--- src/hw/rtl/ftm_pkg.sv ---
// Shared types and constants for the footswitch to MIDI mapper.
// Used by ftm_decode, footswitch_to_midi_mapper and ftm_checker.
`default_nettype none

package ftm_pkg;

  localparam int unsigned SwitchCountDflt = 3;
  // Switches that have fields in the configuration registers.
  localparam int unsigned CfgSwitches     = 3;
  localparam int unsigned CfgIdxW         = 3;
  localparam int unsigned CfgDataW        = 21;
  localparam logic [6:0]  MidiMax         = 7'd127;

  typedef enum logic [2:0] {
    CFG_MIDI_ENABLED      = 3'd0,
    CFG_SWITCH_MODES      = 3'd1,
    CFG_SWITCH_BEHAVIOURS = 3'd2,
    CFG_SWITCH_CHANNELS   = 3'd3,
    CFG_SWITCH_CC_NUMBERS = 3'd4,
    CFG_EXPR_CHANNEL      = 3'd5,
    CFG_EXPR_CC_NUMBER    = 3'd6
  } cfg_reg_e;

  typedef enum logic [1:0] {
    MODE_CC        = 2'd0,
    MODE_PROG_NEXT = 2'd1,
    MODE_PROG_BACK = 2'd2,
    MODE_NONE      = 2'd3
  } mode_e;

  typedef enum logic {
    REQ_SWITCH = 1'b0,
    REQ_EXPR   = 1'b1
  } req_type_e;

  typedef enum logic {
    KIND_CC = 1'b0,
    KIND_PC = 1'b1
  } msg_kind_e;

  typedef struct packed {
    logic        midi_enabled;
    logic [5:0]  switch_modes;
    logic [2:0]  switch_behaviours;
    logic [11:0] switch_channels;
    logic [20:0] switch_cc_numbers;
    logic [3:0]  expr_channel;
    logic [6:0]  expr_cc_number;
  } ftm_cfg_t;

  typedef struct packed {
    logic               req_type;
    logic [2:0]         pedal_index;
    logic               pressed;
    logic signed [15:0] expr_value;
  } ftm_req_t;

  typedef struct packed {
    logic       emit;
    msg_kind_e  kind;
    logic [3:0] chan;
    logic [6:0] number;
    logic [6:0] value;
  } ftm_result_t;

endpackage

`default_nettype wire

--- src/hw/rtl/ftm_decode.sv ---
// Per-request decode: maps one pedal request to a MIDI message and next state.
// Purely combinational; depends on ftm_pkg.
`default_nettype none

module ftm_decode
  import ftm_pkg::*;
#(
  parameter int unsigned SWITCH_COUNT = SwitchCountDflt,
  localparam int unsigned FlagCount =
    (SWITCH_COUNT < CfgSwitches) ? SWITCH_COUNT : CfgSwitches
) (
  input  ftm_cfg_t             cfg_i,
  input  ftm_req_t             req_i,
  input  logic [FlagCount-1:0] flags_i,
  input  logic [6:0]           prog_i,
  output ftm_result_t          res_o,
  output logic [FlagCount-1:0] flags_o,
  output logic [6:0]           prog_o
);

  mode_e      sel_mode;
  logic       sel_toggle;
  logic [3:0] sel_chan;
  logic [6:0] sel_ccnum;
  logic       sel_flag;
  logic       in_range;
  logic       flip;
  logic [6:0] expr_clamped;

  always_comb begin
    sel_mode   = MODE_CC;
    sel_toggle = 1'b0;
    sel_chan   = '0;
    sel_ccnum  = '0;
    sel_flag   = 1'b0;
    for (int i = 0; i < FlagCount; i++) begin
      if (req_i.pedal_index == 3'(i)) begin
        sel_mode   = mode_e'(cfg_i.switch_modes[2*i +: 2]);
        sel_toggle = cfg_i.switch_behaviours[i];
        sel_chan   = cfg_i.switch_channels[4*i +: 4];
        sel_ccnum  = cfg_i.switch_cc_numbers[7*i +: 7];
        sel_flag   = flags_i[i];
      end
    end
  end

  assign in_range = {1'b0, req_i.pedal_index} < 4'(SWITCH_COUNT);

  always_comb begin
    if (req_i.expr_value[15]) begin
      expr_clamped = '0;
    end else if (|req_i.expr_value[14:7]) begin
      expr_clamped = MidiMax;
    end else begin
      expr_clamped = req_i.expr_value[6:0];
    end
  end

  always_comb begin
    res_o      = '0;
    res_o.kind = KIND_CC;
    res_o.chan = sel_chan;
    flip       = 1'b0;
    prog_o     = prog_i;
    if (cfg_i.midi_enabled) begin
      if (req_i.req_type == REQ_EXPR) begin
        res_o.emit   = 1'b1;
        res_o.chan   = cfg_i.expr_channel;
        res_o.number = cfg_i.expr_cc_number;
        res_o.value  = expr_clamped;
      end else if (in_range) begin
        unique case (sel_mode)
          MODE_CC: begin
            res_o.number = sel_ccnum;
            if (sel_toggle) begin
              flip        = req_i.pressed;
              res_o.emit  = req_i.pressed;
              res_o.value = sel_flag ? '0 : MidiMax;
            end else begin
              res_o.emit  = 1'b1;
              res_o.value = req_i.pressed ? MidiMax : '0;
            end
          end
          MODE_PROG_NEXT: begin
            if (req_i.pressed) begin
              prog_o       = prog_i + 7'd1;
              res_o.emit   = 1'b1;
              res_o.kind   = KIND_PC;
              res_o.number = prog_o;
            end
          end
          MODE_PROG_BACK: begin
            if (req_i.pressed) begin
              prog_o       = prog_i - 7'd1;
              res_o.emit   = 1'b1;
              res_o.kind   = KIND_PC;
              res_o.number = prog_o;
            end
          end
          MODE_NONE: begin
          end
        endcase
      end
    end
  end

  always_comb begin
    flags_o = flags_i;
    for (int i = 0; i < FlagCount; i++) begin
      if (flip && req_i.pedal_index == 3'(i)) begin
        flags_o[i] = ~flags_i[i];
      end
    end
  end

endmodule

`default_nettype wire

--- src/hw/rtl/footswitch_to_midi_mapper.sv ---
// Footswitch to MIDI mapper top level: config registers, request stage,
// state and output register. Depends on ftm_pkg and ftm_decode.
//
// Usage:
//   Requests (footswitch edges and expression readings) enter on the
//   in_valid_i/in_ready_o channel; MIDI messages leave on the
//   out_valid_o/out_ready_i channel. A request yields zero or one message.
//   Configuration registers are written through cfg_we_i/cfg_index_i/
//   cfg_wdata_i, one register per cycle; the user must write them only
//   while no request is in flight, which the block does not enforce.
//   An accepted request waits in the request register, which feeds the
//   decode; the output register takes its result once it is free.
//   Throughput: one request per cycle unless the output stalls; the decode
//   is a single pass of logic between the request and output registers.
//   When the receiver stalls, the output register holds its message and
//   the request register can still take one more request; a request that
//   yields no message drains even during a stall.
//   Reset clears all configuration registers, the toggle flags, the
//   program number and both valid flags.
`default_nettype none

module footswitch_to_midi_mapper
  import ftm_pkg::*;
#(
  parameter int unsigned SWITCH_COUNT = SwitchCountDflt
) (
  input  logic                clk_i,
  input  logic                rst_ni,

  input  logic                cfg_we_i,
  input  logic [CfgIdxW-1:0]  cfg_index_i,
  input  logic [CfgDataW-1:0] cfg_wdata_i,

  input  logic                in_valid_i,
  output logic                in_ready_o,
  input  logic                req_type_i,
  input  logic [2:0]          pedal_index_i,
  input  logic                pressed_i,
  input  logic signed [15:0]  expr_value_i,

  output logic                out_valid_o,
  input  logic                out_ready_i,
  output logic                msg_kind_o,
  output logic [3:0]          midi_channel_o,
  output logic [6:0]          number_o,
  output logic [6:0]          cc_value_o
);

  localparam int unsigned FlagCount =
    (SWITCH_COUNT < CfgSwitches) ? SWITCH_COUNT : CfgSwitches;

  ftm_cfg_t             cfg_q;
  ftm_req_t             req_q;
  logic                 req_valid_q;
  logic [FlagCount-1:0] flags_q, flags_d;
  logic [6:0]           prog_q, prog_d;
  ftm_result_t          res;
  ftm_result_t          out_q;
  logic                 out_valid_q;
  logic                 out_free;
  logic                 advance;
  logic                 in_accept;

  always_ff @(posedge clk_i or negedge rst_ni) begin
    if (!rst_ni) begin
      cfg_q <= '0;
    end else if (cfg_we_i) begin
      unique case (cfg_index_i)
        CFG_MIDI_ENABLED:      cfg_q.midi_enabled      <= cfg_wdata_i[0];
        CFG_SWITCH_MODES:      cfg_q.switch_modes      <= cfg_wdata_i[5:0];
        CFG_SWITCH_BEHAVIOURS: cfg_q.switch_behaviours <= cfg_wdata_i[2:0];
        CFG_SWITCH_CHANNELS:   cfg_q.switch_channels   <= cfg_wdata_i[11:0];
        CFG_SWITCH_CC_NUMBERS: cfg_q.switch_cc_numbers <= cfg_wdata_i[20:0];
        CFG_EXPR_CHANNEL:      cfg_q.expr_channel      <= cfg_wdata_i[3:0];
        CFG_EXPR_CC_NUMBER:    cfg_q.expr_cc_number    <= cfg_wdata_i[6:0];
        default: begin
        end
      endcase
    end
  end

  ftm_decode #(
    .SWITCH_COUNT(SWITCH_COUNT)
  ) u_decode (
    .cfg_i  (cfg_q),
    .req_i  (req_q),
    .flags_i(flags_q),
    .prog_i (prog_q),
    .res_o  (res),
    .flags_o(flags_d),
    .prog_o (prog_d)
  );

  assign out_free   = !out_valid_q || out_ready_i;
  assign advance    = req_valid_q && (out_free || !res.emit);
  assign in_ready_o = !req_valid_q || advance;
  assign in_accept  = in_valid_i && in_ready_o;

  always_ff @(posedge clk_i or negedge rst_ni) begin
    if (!rst_ni) begin
      req_valid_q <= 1'b0;
      out_valid_q <= 1'b0;
      flags_q     <= '0;
      prog_q      <= '0;
    end else begin
      if (in_accept) begin
        req_valid_q <= 1'b1;
      end else if (advance) begin
        req_valid_q <= 1'b0;
      end
      if (advance) begin
        flags_q <= flags_d;
        prog_q  <= prog_d;
      end
      if (advance && res.emit) begin
        out_valid_q <= 1'b1;
      end else if (out_ready_i) begin
        out_valid_q <= 1'b0;
      end
    end
  end

  always_ff @(posedge clk_i) begin
    if (in_accept) begin
      req_q.req_type    <= req_type_i;
      req_q.pedal_index <= pedal_index_i;
      req_q.pressed     <= pressed_i;
      req_q.expr_value  <= expr_value_i;
    end
    if (advance && res.emit) begin
      out_q <= res;
    end
  end

  assign out_valid_o    = out_valid_q;
  assign msg_kind_o     = out_q.kind;
  assign midi_channel_o = out_q.chan;
  assign number_o       = out_q.number;
  assign cc_value_o     = out_q.value;

endmodule

`default_nettype wire

--- config.mk ---
export PLATFORM = sky130hd
export DESIGN_NAME = footswitch_to_midi_mapper
export DESIGN_NICKNAME = d
export VERILOG_FILES = /design/src/hw/rtl/ftm_pkg.sv /design/src/hw/rtl/ftm_decode.sv /design/src/hw/rtl/footswitch_to_midi_mapper.sv
export SDC_FILE = /design/constraint.sdc
export NUM_CORES = 1
export LEC_CHECK = 0
export ABC_AREA = 1
export BUFFER_PORTS_ARGS = -buffer_cell sky130_fd_sc_hd__buf_2
export CAP_MARGIN = 30
export CORE_MARGIN = 3
export CORE_UTILIZATION = 50
export CTS_CLUSTER_SIZE = 24
export DETAILED_ROUTE_END_ITERATION = 7
export GPL_TIMING_DRIVEN = 0
export MAX_ROUTING_LAYER = met4
export PLACE_DENSITY = 0.79
export SLEW_MARGIN = 20
export SYNTH_ARGS = -nofsm -noshare
export SYNTH_HDL_FRONTEND = slang
export SYNTH_HIERARCHICAL = 1
export SYNTH_SLANG_ARGS = --single-unit
--- constraint.sdc ---
create_clock -name clk_i -period 2.9 [get_ports clk_i]
set_input_delay 0.58 -clock clk_i [delete_from_list [all_inputs] [get_ports clk_i]]
set_output_delay 0.58 -clock clk_i [all_outputs]
set_load 0.01 [all_outputs]
==> results of run 1 <==
-- metrics by stage --
step	std cells	TNS, ps
detailed placement	835	-17360
floorplan	632	0
global route	878	-292
finish	878	-205
CTS	871	-190
global placement	834	-13030
-- layout make-up --
type,instances,share of cell area
sequential,106,0.447
multi-input combinational,463,0.350
timing repair buffer,97,0.0937
inverter,46,0.0302
tap,133,0.0261
clock buffer,9,0.0194
buffer,15,0.0177
clock inverter,7,0.0133
timing repair inverter,2,0.00196
-- routing by layer --
metal  global-route usage  up-vias  part of all wire  wire length (um)
met4               0.0721        0             0.015               197
met2                0.381      190              0.48              6280
met1                0.307     2226              0.43              5610
li1                     -     2250                 -                 -
met3               0.0424       23             0.066               860
met5                    -        -                 0                 0
-- sequential cells by signal, indices dropped and copies added, names as in the netlist --
register        flops
req_valid_q         1
cfg_q              54
prog_q              7
number_o            7
flags_q             3
cc_value_o          7
midi_channel_o      4
req_q              21
out_valid_o         1
msg_kind_o          1
-- cells by family after synthesis --
family | after synthesis
buffers and inverters | 63
and+or+nand+nor | 401
AOI/OAI and AO/OA | 48
DFF | 106
xor gates and xnor gates | 6
adders and majority gates | 8
-- critical path, cell delays in order, from the launching register on --
cell and delay, ps:
edfxtp_1 490, buf_6 170, nor2_4 130, buf_8 130, a22oi_2 70, nand2_1 100, o21ai_4 90, inv_4 90
ha_4 210, inv_4 60, a21oi_4 50, o31ai_4 260, nand4_1 130, buf_2 160
-- what timing repair did --
action,4_1_cts,5_1_grt
gates cloned,1,1
setup buffers,20,8
pin swaps,11,10
endpoints found under the setup margin,42,26
gates resized for setup,24,13
-- layout by cell type, fill, tap and decap left out, types with 2 or more instances in the layout --
cell type and n:
nand3_1 54, xnor2_1 4, buf_4 28, a21oi_1 20
ha_1 6, nand4_1 11, nand2_2 3, nor2_1 28
xor2_1 2, clkbuf_1 3, nor2_2 6, o21a_1 2
buf_6 6, clkbuf_8 9, dfrtp_1 66, edfxtp_1 40
inv_2 6, inv_8 2, o21ai_0 12, nor2_4 4
buf_2 71, nand3_4 2, ha_4 2, nand2_4 2
inv_1 34, a41oi_1 4, o21ai_1 2, clkinvlp_4 3
clkinv_4 3, nand2_1 287, inv_4 4
-- final timing paths --
kind | start | to | slack, ps | cells after the start
hold reg to reg | cfg_q[41] | cfg_q[41] | 480 | 2
min in group clk_i | expr_value_i[7] | req_q[7] | 370 | 1
setup reg to reg | req_q[18] | req_q[15] | 110 | 15
setup / recovery | req_q[18] | in_ready_o | -210 | 13
hold / removal | rst_ni | prog_q[2] | 10 | 1
max in group asynchronous | rst_ni | cfg_q[43] | 2380 | 2
-- power groups by stage --
stage                     Sequential [uW]  Combinational, uW  Clock [uW]
after floorplan                      1900                456           0
after global routing                 1940                859        1040
final                                1910                759         961
after detailed placement             1930                665           0
after CTS                            1910                725         974
after global placement               1930                636           0
==> summary.md, run 1 <==
| Metric | Value |
|---|---|
| Top-area cell type share of the netlist area | 0.314 |
| Worst setup skew after layout | 8.43 ps |
| F_max | 322 MHz |
| GP Congestion | 0.915 |
| Synth Area in Adders | 0.0190 |
| Largest net degree at the start of global routing | 59 |
| Pwr dens | 569 nW/um^2 |
| P_int | 2490 uW |
| # diodes | 0 |
| Rel. slew slack | 0.670 |
| Post-synthesis sequential area ratio | 0.543 |
| # fillers | 841 |
| Share of post-route cells with drive strength above 1 | 0.223 |
| Post-synthesis xor/xnor area fraction | 0.0100 |
| Static Leak | 0.00311 uW |
| Worst Max-Slew Pin Slew | 493 ps |
| Mux cell area share after synthesis | 0 |
| Post-DP HPWL | 8960 um |
| Area taken by multi-input logic gates | 2240 um^2 |
| Worst slack, placed | -434 ps |
| P_sw | 1140 uW |
| # H-tree levels | 3 |
| Post-synth EDFFs | 40 |
| Horiz. Die Dim | 109 um |
| Storage cell area | 2850 um^2 |
| Min-Delay Path Class | in -> async |
| Area Growth Syn to Fin | 21.4% |
| Hold Worst Slack | 14.9 ps |
| Outcome | complete, but fails checks |
| Clock root buffer | clkbuf_8 |
| Compound-cell area share of the yosys netlist | 0.0545 |
| Seq pwr share | 0.526 |
| Routed via count | 4,689 |
| CTS buffer count | 9 |
| CP Max Fanout | 4 |
| DR DRC count | 0 |
| Ys flop type | dfrtp_1 |
| Placed cell area | 5810 um^2 |
| Failing checks | negative setup slack |
| Post-Route WL | 13,000 um |
| Synth area leaders | dfrtp_1, edfxtp_1, nand2_1 |
| Cell Area, Synth | 5260 um^2 |
| Initial antenna violation count | 0 |
| Endpoints failing setup | 1 |
| Final Core Density | 0.638 |
| Post-Syn Instances | 632 |
| Slew Viols, Final | 0 |
| Max_cap viols | 0 |
| Synth Warn # | 6 |
| Die H | 109 um |
| Setup ws final | -205 ps |
| Starting Density | 0.526 |
| Syn nets | 690 |
| Row Count | 36 |
| Cts hold-fix bufs | 0 |
| Kind of critical path | reg -> out |
| Fin crit share | 1.07 |
| Clk_lat worst skew | 380 ps |
| Comb pwr share | 0.209 |
| IO Port Bufs | 69 |
| CP Launch Type | flop |
| Design area | 6380 um^2 |
| Vias in the first global route | 4,426 |
| Switching Share | 0.314 |
| Top cells by count, synth | nand2_1, dfrtp_1, nand3_1 |
| Crit path DAT | 2530 ps |
| Via density | 5.34 |
| Drt first pass iters | 5 |
| Die ar. | 11,800 um^2 |
| First DRT Iteration DRCs | 360 |
| #FFs+latches synth | 106 |
| RSZ-0062 raised after global routing | true |
| Fin nets | 798 |
| CTS tree | built |
| Simple-gate share of the synthesized area | 0.320 |
| Overflow after GRT | 0 |
| # IOs | 71 |
| Count leader, synth | nand2_1 |
| Total power | 3630 uW |
| Peak VDD IR | 343 uV |
| Final hold viol count | 0 |
| Main combinational cell family by area after synthesis | simple AND/OR/NAND/NOR gates |
| Wire length per cell | 14.8 um |
| Core area | 10000 um^2 |
| Total clock sinks | 106 |
| Period minus WS final | 3110 ps |
| Mean Syn Cell Area | 8.31 um^2 |
| First-pass GRT wire length | 21,000 um |
| ANT nets after route | 0 |
| All-layer global routing usage | 0.236 |
| Max Buffers Root-to-Sink | 2 |
| Clock Pin Slew Worst Setup and Hold Paths | 100 ps |
| Yosys top cell by area | dfrtp_1 |
| Distinct cells, synth | 35 |
| CP Capture Type | output pin |
| CP required | 2320 ps |
| Clock group share of total power | 0.265 |
| Post-synth ARST share | 0.623 |
Power figures use the tool's default switching activity.
==> run 2: changes to the inputs <==
--- a/config.mk
+++ b/config.mk
@@ -9,12 +9,12 @@
 export BUFFER_PORTS_ARGS = -buffer_cell sky130_fd_sc_hd__buf_2
 export CAP_MARGIN = 30
 export CORE_MARGIN = 3
-export CORE_UTILIZATION = 50
+export CORE_UTILIZATION = 52
 export CTS_CLUSTER_SIZE = 24
 export DETAILED_ROUTE_END_ITERATION = 7
 export GPL_TIMING_DRIVEN = 0
 export MAX_ROUTING_LAYER = met4
-export PLACE_DENSITY = 0.79
+export PLACE_DENSITY = 0.81
 export SLEW_MARGIN = 20
 export SYNTH_ARGS = -nofsm -noshare
 export SYNTH_HDL_FRONTEND = slang
==> run 2 against run 1 <==
  * The flow still finishes with violations (negative setup slack)
  * Register-to-register slack got worse by 90 ps
  * Critical endpoint unchanged
  * Critical path depth decreased by 1
  * Cell area decreased by 0.84%
  * Sequential share of layout area increased by 0.38 points
  * Core utilization increased by 0.62 points
  * Highest routed layer unchanged
  * Setup slack got worse by 97 ps
  * Final cell count decreased by 0.11%
  * Critical path type unchanged
  * Fmax decreased by 3.0%
  * Sequential power about the same
  * Hold slack improved by 4.0 ps
  * Power decreased by 2.9%
  * Die area decreased by 3.6%
==> summary.md, run 2 (synthesized netlist as in run 1, its figures left out) <==
| Metric | Value |
|---|---|
| Outcome | complete, but fails checks |
| Failing checks | negative setup slack |
| Final hold viol count | 0 |
| # diodes | 0 |
| IO Port Bufs | 69 |
| RSZ-0062 raised after global routing | true |
| Worst Max-Slew Pin Slew | 484 ps |
| Worst setup skew after layout | 10.8 ps |
| Clk_lat worst skew | 370 ps |
| F_max | 312 MHz |
| Static Leak | 0.00308 uW |
| Area Growth Syn to Fin | 20.4% |
| CP peak stage delay | 470 ps |
| Clock group share of total power | 0.244 |
| Period minus WS final | 3200 ps |
| Total clock sinks | 106 |
| GP Congestion | 0.916 |
| Fin crit share | 1.10 |
| Slew Viols, Final | 0 |
| Max_cap viols | 0 |
| Comb pwr share | 0.213 |
| Endpoints failing setup | 1 |
| Seq pwr share | 0.543 |
| Drt first pass iters | 5 |
| Min-Delay Path Class | in -> async |
| Die ar. | 11,300 um^2 |
| CP Capture Type | output pin |
| Rel. slew slack | 0.677 |
| Clock Pin Slew Worst Setup and Hold Paths | 100 ps |
| Die H | 107 um |
| Largest net degree at the start of global routing | 59 |
| Via density | 5.31 |
| Most frequent cells in the layout | nand2_1, buf_2, dfrtp_1, nand3_1, edfxtp_1 |
| Setup Total Neg Slack | -302 ps |
| Share of post-route cells with drive strength above 1 | 0.220 |
| Initial antenna violation count | 0 |
| Cts hold-fix bufs | 0 |
| DR DRC count | 0 |
| CP required | 2320 ps |
| CP Launch Type | flop |
| First-pass GRT wire length | 21,500 um |
| Peak VDD IR | 379 uV |
| Reg with most FFs | cfg_q |
| P_sw | 1090 uW |
| # H-tree levels | 3 |
| Clock root buffer | clkbuf_8 |
| Row Count | 36 |
| Largest regs | cfg_q x54, req_q x21 |
| CP Max Fanout | 4 |
| First DRT Iteration DRCs | 368 |
| Total power | 3530 uW |
| Most common cell after layout, fill and taps aside | nand2_1 |
| Crit-path cells | buf_6 > inv_4 > nor2_4 > buf_6 > a221oi_4 > inv_2 > ha_4 > inv_2 > nand3_2 > o31ai_4 > nand4_1 > buf_2 |
| Pwr dens | 557 nW/um^2 |
| Worst slack, placed | -476 ps |
| Max reg flops | 54 |
| P_int | 2430 uW |
| Vias in the first global route | 4,536 |
| All-layer global routing usage | 0.248 |
| Setup ws final | -302 ps |
| Routed via count | 4,659 |
| # IOs | 71 |
| Horiz. Die Dim | 107 um |
| Max Buffers Root-to-Sink | 2 |
| Kind of critical path | reg -> out |
| Starting Density | 0.535 |
| Post-Route WL | 13,100 um |
| Slowest CP cell | edfxtp_1 |
| Switching Share | 0.310 |
| Core area | 9820 um^2 |
| CTS buffer count | 9 |
| Post-DP HPWL | 8860 um |
| Fin nets | 797 |
| # fillers | 836 |
| Overflow after GRT | 0 |
| Crit path DAT | 2620 ps |
| ANT nets after route | 0 |
| Wire length per cell | 15.0 um |
| CTS tree | built |
## run 2: cell count changes in the layout (fill, tap and decap cells not counted), sizes merged
cell	previous run	this run
clkbuf	12	16
bufinv	1	0
inv	47	45
clkinvlp	4	5
buf	109	106
## run 2: layout make-up
type | count | area, um^2 | area share
plain buffers | 17 | 136 | 0.0216
inverters | 46 | 185 | 0.0293
clock inverters | 4 | 26.3 | 0.00415
multi-input cells | 463 | 2210 | 0.350
repair buffers | 93 | 568 | 0.0898
flip-flops and latches | 106 | 2850 | 0.451
repair inverters | 3 | 22.5 | 0.00356
well taps | 133 | 166 | 0.0263
clock buffers | 12 | 156 | 0.0247
## run 2: power groups by stage
| stage | Combinational, uW | Sequential (uW) | Clock [uW] |
|---|---|---|---|
| 2_1_floorplan | 456 | 1900 | 0 |
| 3_3_place_gp | 636 | 1930 | 0 |
| 3_5_place_dp | 666 | 1940 | 0 |
| 4_1_cts | 727 | 1910 | 866 |
| 5_1_grt | 853 | 1940 | 919 |
| 6_report | 751 | 1920 | 859 |
## run 2: through the flow
step / utilization / cell area (um^2) / hold WS [ps] / std cells
global route: 0.644 / 6330 / 15.9 / 877
finish: 0.644 / 6330 / 18.9 / 877
global placement: 0.589 / 5780 / 454 / 834
CTS: 0.638 / 6260 / 16.6 / 870
detailed placement: 0.592 / 5810 / 425 / 835
floorplan: - / 5270 / 284 / 632
## run 2: worst paths after layout
| check | depth (start not counted) | slack, ps | from | to |
|---|---|---|---|---|
| worst max-delay path | 12 | -300 | req_q[18] | in_ready_o |
| worst min-delay path | 1 | 20 | rst_ni | prog_q[4] |
| worst max register to register | 14 | 20 | req_q[18] | req_q[18] |
| worst min register to register | 2 | 480 | cfg_q[41] | cfg_q[41] |
| max in group asynchronous | 2 | 2360 | rst_ni | cfg_q[2] |
| min in group clk_i | 1 | 380 | expr_value_i[9] | req_q[9] |
## run 2: repair_timing
action | 4_1_cts | 5_1_grt
hold endpoints to repair | 0 | 0
endpoints found under the setup margin | 51 | 51
setup buffers | 18 | 5
resized for setup | 26 | 7
gates cloned | 1 | 2
pin swaps | 9 | 4
## run 2: critical path, delay by kind of cell (launching register included)
| family | cells | cell delay [ps] |
|---|---|---|
| AOI/OAI and AO/OA | 2 | 670 |
| DFF | 1 | 470 |
| and+or+nand+nor | 3 | 270 |
| adders and majority gates | 1 | 170 |
| buffers and inverters | 6 | 670 |
## run 2: routing by layer
metal / track usage / vias to the layer above / share of wire
met5: - / - / 0
li1: - / 2250 / -
met3: 0.0443 / 39 / 0.072
met1: 0.321 / 2166 / 0.42
met4: 0.106 / 0 / 0.030
met2: 0.389 / 204 / 0.48
